## config.mk

```make
export PLATFORM = sky130hd
export DESIGN_NAME = tst_cell
export DESIGN_NICKNAME = d
export VERILOG_FILES = /design/src/time_segment_table_macros.svh /design/src/tst_pkg.sv /design/src/tst_cell.sv
export SDC_FILE = /design/constraint.sdc
export NUM_CORES = 1
export LEC_CHECK = 0
export BUFFER_PORTS_ARGS = -buffer_cell sky130_fd_sc_hd__buf_2
export CELL_PAD_IN_SITES_DETAIL_PLACEMENT = 1
export CELL_PAD_IN_SITES_GLOBAL_PLACEMENT = 1
export CORE_AREA = 4 4 260 262
export CTS_BUF_LIST = sky130_fd_sc_hd__clkbuf_8
export CTS_CLUSTER_SIZE = 10
export DETAILED_ROUTE_END_ITERATION = 7
export DIE_AREA = 0 0 264 266
export HOLD_SLACK_MARGIN = 0.06
export PLACE_DENSITY_LB_ADDON = 0.2
export SLEW_MARGIN = 20
export SYNTH_ARGS = -nofsm -noshare
export SYNTH_HDL_FRONTEND = slang
export SYNTH_SLANG_ARGS = --single-unit
```

## constraint.sdc

```tcl
create_clock -name clock -period 5.8 [get_ports clock]
set_clock_uncertainty 0.15 [all_clocks]
set_input_delay 0.29 -clock clock [delete_from_list [all_inputs] [get_ports clock]]
set_output_delay 0.29 -clock clock [all_outputs]
set_load 0.05 [all_outputs]
```

## src/time_segment_table_macros.svh

```systemverilog
// Assertion macros for the time segment table.
// Included by the top level; needs nothing else.
`ifndef TIME_SEGMENT_TABLE_MACROS_SVH
`define TIME_SEGMENT_TABLE_MACROS_SVH

`ifndef SYNTHESIS
// Same-cycle implication, checked on the rising clock edge outside reset.
`define TST_ASSERT_IMP(label, clk, rst, ante, cons) \
   label: assert property (@(posedge clk) disable iff (rst) (ante) |-> (cons)) \
      else $error("time_segment_table: same-cycle check failed");
// Next-cycle implication, checked on the rising clock edge outside reset.
`define TST_ASSERT_NXT(label, clk, rst, ante, cons) \
   label: assert property (@(posedge clk) disable iff (rst) (ante) |=> (cons)) \
      else $error("time_segment_table: next-cycle check failed");
`else
`define TST_ASSERT_IMP(label, clk, rst, ante, cons)
`define TST_ASSERT_NXT(label, clk, rst, ante, cons)
`endif

`endif

```

## src/tst_pkg.sv

```systemverilog
// Shared types and constants for the time segment table.
// Used by tst_cell, tst_pick and time_segment_table; depends on nothing.
`default_nettype none

package tst_pkg;

   // Field widths fixed by the interface.
   localparam int TIME_W = 63;
   localparam int ID_W   = 32;
   localparam int POS_W  = 4;
   localparam int STAT_W = 3;
   localparam int FROM_W = 4;

   // Default table depth.
   localparam int MAX_SEGMENTS_DEF = 16;

   // Command codes.
   localparam logic CMD_ADD    = 1'b0;
   localparam logic CMD_LOOKUP = 1'b1;

   // Status codes.
   localparam logic [STAT_W-1:0] STAT_OK      = 3'd0;
   localparam logic [STAT_W-1:0] STAT_ORDER   = 3'd1;
   localparam logic [STAT_W-1:0] STAT_ZERO    = 3'd2;
   localparam logic [STAT_W-1:0] STAT_OVERLAP = 3'd3;
   localparam logic [STAT_W-1:0] STAT_FULL    = 3'd4;

   // One table entry.
   typedef struct packed {
      logic [TIME_W-1:0] seg_start;
      logic [TIME_W-1:0] seg_end;
      logic [ID_W-1:0]   seg_id;
   } entry_type;

   // A captured request.
   typedef struct packed {
      logic              cmd;
      logic [TIME_W-1:0] seg_start;
      logic [TIME_W-1:0] seg_end;
      logic [TIME_W-1:0] elapsed;
      logic [FROM_W-1:0] from_position;
   } req_type;

   // Per-cell compare outcome: ev marks the cell that ends the walk,
   // ok says whether an add may be placed in front of it.
   typedef struct packed {
      logic ev;
      logic ok;
   } flag_type;

   // Per-cell control from the top level.
   typedef struct packed {
      logic valid;
      logic scan;
      logic shift;
      logic load;
   } cell_ctl_type;

endpackage

`default_nettype wire

```

## src/tst_cell.sv

```systemverilog
// One cell of the segment chain: holds one entry and compares it with the request.
// Depends on tst_pkg.
`default_nettype none

module tst_cell (
   input  logic                  clock,
   input  tst_pkg::req_type      req,
   input  tst_pkg::cell_ctl_type ctl,
   input  tst_pkg::entry_type    prev_entry,
   input  tst_pkg::entry_type    new_entry,
   output tst_pkg::entry_type    entry,
   output tst_pkg::flag_type     flags
);

   tst_pkg::entry_type entry_ff;
   tst_pkg::entry_type entry_in;
   tst_pkg::flag_type  flags_ff;
   tst_pkg::flag_type  flags_in;

   logic es_zero;
   logic ee_zero;
   logic whole;
   logic stop;

   // Compare the stored entry with the request.
   always_comb begin
      es_zero  = (entry_ff.seg_start == '0);
      ee_zero  = (entry_ff.seg_end == '0);
      whole    = es_zero && ee_zero;
      stop     = 1'b0;
      flags_in = '0;
      if (req.cmd == tst_pkg::CMD_LOOKUP) begin
         flags_in.ev = ctl.valid && ctl.scan
                       && (es_zero || req.elapsed >= entry_ff.seg_start)
                       && (ee_zero || req.elapsed < entry_ff.seg_end);
         flags_in.ok = 1'b1;
      end else if (req.seg_start == '0) begin
         // Open start: the walking start is the end of the cell to the left.
         stop        = (prev_entry.seg_end == '0) && !es_zero;
         flags_in.ev = ctl.valid && (whole || stop || req.seg_end <= entry_ff.seg_end);
         flags_in.ok = stop && (req.seg_end < entry_ff.seg_start);
      end else begin
         // Bounded start: the first entry starting later takes it in front.
         stop        = !es_zero && (req.seg_start < entry_ff.seg_start);
         flags_in.ev = ctl.valid && (whole || stop || ee_zero
                                     || req.seg_start < entry_ff.seg_end);
         flags_in.ok = stop && ((req.seg_end == '0)
                                || req.seg_end <= entry_ff.seg_start);
      end
   end

   // Take the new entry, the neighbor's entry on a shift, or hold.
   always_comb begin
      priority if (ctl.load) begin
         entry_in = new_entry;
      end else if (ctl.shift) begin
         entry_in = prev_entry;
      end else begin
         entry_in = entry_ff;
      end
   end

   always_ff @(posedge clock) begin
      entry_ff <= entry_in;
      flags_ff <= flags_in;
   end

   assign entry = entry_ff;
   assign flags = flags_ff;

endmodule

`default_nettype wire

```

==> results by stage <==
STA:
- The maximum frequency from static timing analysis is 235 MHz.
- Counting I/O delays and the setup requirement, the final critical path takes 4.26 ns.
- The final hold violation count is 0.
- For the pin with the worst max-slew slack, the measured transition is 1.03 ns.
- The final-report setup violation count is 0.
- The worst path setup slack after routing is 1.54 ns.
- Setup repair after global routing left no endpoint under its margin.
- The setup TNS is 0 ns.
- Headroom to the max-slew limit came out at between 30% and 40%.
- The max-slew violation count came to 0.
- Of the available clock period, the critical path in the final layout requires around 73%.
- The worst hold slack across all endpoints is 0.130 ns.

Logic synthesis:
- The post-synthesis instance area is 15800 sq um.
- By count the netlist is led by sky130_fd_sc_hd__ha_1 (375), sky130_fd_sc_hd__edfxtp_1 (158), sky130_fd_sc_hd__mux2_2 (158).
- In this run, synthesis produced a sequential element count of 160.
- By area the synthesized netlist is led by sky130_fd_sc_hd__edfxtp_1 (30%), sky130_fd_sc_hd__ha_1 (30%), sky130_fd_sc_hd__mux2_2 (11%).
- The Yosys step of the flow raised 0 warnings.
- For this run, asynchronously set or reset flops after synthesis account for 0%.
- Yosys mapped a number of flops with a built-in enable equal to 158.
- The unique cell type count in the Yosys netlist is 54.
- Counting every instance in the synthesized netlist gives 1535.
- The share of Yosys cell area claimed by the top area cell type is 30.0%.
- Of all cell types, the one taking the most synthesized area is sky130_fd_sc_hd__edfxtp_1.
- Synthesis produced a netlist with a net count of about 2400.
- For this run, the register share of the synthesized area comes to a little under a third.
- The top flip-flop cell by instance count after synthesis is sky130_fd_sc_hd__edfxtp_1.
- The mean cell area of the mapped netlist is 10.3 sq um.
- The leading cell type by number of instances after synthesis is sky130_fd_sc_hd__ha_1.

Routing:
- In the routed layout, each cell is associated on average with a via count of 5.00.
- The initial DRC count is 784.
- The post-route DRC violation count is 0.
- The total length of routed wires is 89900 microns.
- The total via count after detailed routing is 17140.
- The number of iterations in the first detailed-routing pass is 5.
- Once detail routing completed, the nets flagged for antenna violations numbered 0.
- In the final routed layout, each cell accounts on average for between 20 and 30 microns.

Placement:
- The placed standard-cell area is around 20000 sq um.
- Routability-driven placement finished with a final weighted congestion of 0.907.
- The number of buffer cells added on primary ports is between 600 and 700.
- Detailed placement finished with a half-perimeter wire length of 76400 microns.
- OpenSTA, run right after detailed placement, puts the worst setup slack at 2.05 ns.

Clock tree:
- CTS saw 160 sinks.
- The number of post-CTS setup repair buffers is 0.
- The number of gates resized after cts is 0.
- TritonCTS built the clock tree.
- The master cell of the clock root buffer is sky130_fd_sc_hd__clkbuf_8.
- The clock latency reported for the late side of the worst-skew pair is 0.58 ns.
- CTS built an H-tree with a depth of 4.
- The total CTS buffers is 17.
- Clock-pin slew was measured on the worst setup and hold paths at 0.13 ns.
- The worst-case clock buffer depth is 2.

Global route:
- The first global-routing pass estimated approximately 130000 microns of wire.
- For this run, the total global-route usage over all layers was measured as 24.8%.
- For this run, global-route usage on met3 was measured as 4.49%.
- The global routing met1 resource utilization is 30.5%.
- The most heavily used metal layer in global routing is met2.
- The total overflow left after global routing is 0.
- The number of global-route vias before repair is 19132.
- The routing usage on met2 is 44.9%.
- The number of antenna violations at the first check in global routing is 19.
- Entering global routing, the biggest net connects just under 100 pins.

Critical path:
- In this run the worst path has a maximum fanout of 3.
- The critical path runs through a total of 11 cells.
- Data arrives at the worst endpoint at 4.59 ns.
- The path depth of the worst reg2reg path is 11.
- The data required time at the worst endpoint is ~6.1 ns.
- The count of buffering cells on the critical path with inverters included is 2.
- On the critical path, the stage with the largest delay is an instance of sky130_fd_sc_hd__edfxtp_1.
- The type of the worst setup path is reg -> reg.
- The worst register-to-register path has a setup slack of 1.54 ns.
- STA classifies the critical path startpoint as a flip-flop.
- The largest stage delay on the critical path is 0.64 ns.
- Counting stages on the worst path, the most repeated cell is sky130_fd_sc_hd__a21oi_1.
- In this design, the largest share of critical-path delay is due to compound AO/OA/AOI/OAI gates.
- The critical path goes through inv_1, ha_1, a21oi_1, o21ai_1, a221oi_2, o211ai_1, a311o_1, a2111o_1, a21oi_1, o2bb2ai_1, dlygate4sd3_1.
- STA classifies the critical path endpoint as a flip-flop.

Floorplan:
- The number of top-level design ports is 675.
- The die covers 70200 sq um.
- The core region area is ~65000 sq um.
- The floorplan has 94 rows.
- The starting density of the core is between 20 and 25%.
- Measured along the x axis, the die boundary spans 264 microns.
- The die height is about 270 microns.

Final layout:
- Summing all flip-flop and latch instances after layout gives around 4800 sq um.
- Once layout is done, the placed cells without fillers occupy approximately 24000 sq um.
- In the final layout, the multi-input gates occupy 10500 sq um.
- The post-route netlist has 34.7% of its cells at a drive strength greater than 1.
- Counting the fill cells in the layout gives 7665.
- The net count of the finished layout is 3427.
- The area added between synthesis and finish is 51.4%.

Pwr:
- The worst-case IR drop observed on VDD is 0.000152 V.
- The cell leakage power is 11.2 nW.
- Overall power consumption after layout is estimated at 0.00481 W.
- Power spread over the standard cell area amounts to 201 nW/um^2.

Run status:
- The run finished with clean final reports.

Hold path:
- Counting instances, the worst hold path has a depth of 2.
- The tightest min-delay check is of the in -> reg type.

Flow run:
- The tool flagged a number of max-cap violations equal to 0.
[placed cells by master (no fill, tap or decap), types with 65 or more instances in the layout]
master,netlist,routed
sky130_fd_sc_hd__buf_2,0,669
sky130_fd_sc_hd__ha_1,375,375
sky130_fd_sc_hd__dlygate4sd3_1,0,318
sky130_fd_sc_hd__mux2_2,158,158
sky130_fd_sc_hd__edfxtp_1,158,158
sky130_fd_sc_hd__inv_1,132,132
sky130_fd_sc_hd__a21oi_1,114,114
sky130_fd_sc_hd__nand4_1,89,89
sky130_fd_sc_hd__nor4_1,86,85
sky130_fd_sc_hd__nand2_1,65,65
[state kept, by name, summed over array words and instances (netlist names)]
| signal | cells |
|---|---|
| entry | 158 |
| flags | 2 |
[stage by stage]
stage | instances | utilization, %
after floorplan | 1535 | -
after global placement | 3064 | 31.1
after detailed placement | 3064 | 31.1
after CTS | 3414 | 36.6
after global routing | 3422 | 36.6
final | 3430 | 36.7
[logic make-up (layout without fill, tap and decap cells)]
kind of cell,after synthesis,count (layout),synth area share (%)
other,0,16,0
multiplexers,159,159,11.3
buffers and inverters,150,1165,3.56
AND/OR/NAND/NOR,382,382,13.0
flip-flops,160,160,30.2
AO/OA/AOI/OAI,309,309,12.3
adder cells (fa/ha/maj),375,375,29.6
[what timing repair did]
item	in CTS	in global routing
hold endpoints to repair	166	0
setup endpoints to repair	0	0
hold buffers	318	0
[final timing paths]
| path | from | end |
|---|---|---|
| worst max-delay path | entry[121] | flags[1] |
| worst max register to register | entry[121] | flags[1] |
| worst min register to register | entry[152] | flags[0] |
| worst min-delay path | prev_entry[80] | entry[80] |
[cell type report]
| type | count | area share (%) |
|---|---|---|
| Clock inverter | 15 | 0.762 |
| Clock buffer | 17 | 0.976 |
| Timing Repair Buffer | 1001 | 27.8 |
| Inverter | 132 | 2.07 |
| Tap cell | 864 | 4.51 |
| Sequential cell | 160 | 20.0 |
| Multi-Input combinational cell | 1225 | 43.8 |
| Antenna cell | 16 | 0.167 |
[per-layer routing]
metal  vias to the layer above  part of all wire [%]  wire, microns
met5                         -                 0.014             13
met4                         2                   2.2           1980
met3                        80                   4.8           4360
met2                       538                    50          45300
met1                      8423                    43          38200
li1                       8097                     -              -
[report_power, final]
group	switching, W	internal [W]
Clock	0.000617	0.000332
Sequential	0.000147	0.00142
Combinational	0.00141	0.000882
Total	0.00218	0.00264
(Power assumes the default switching activity.)
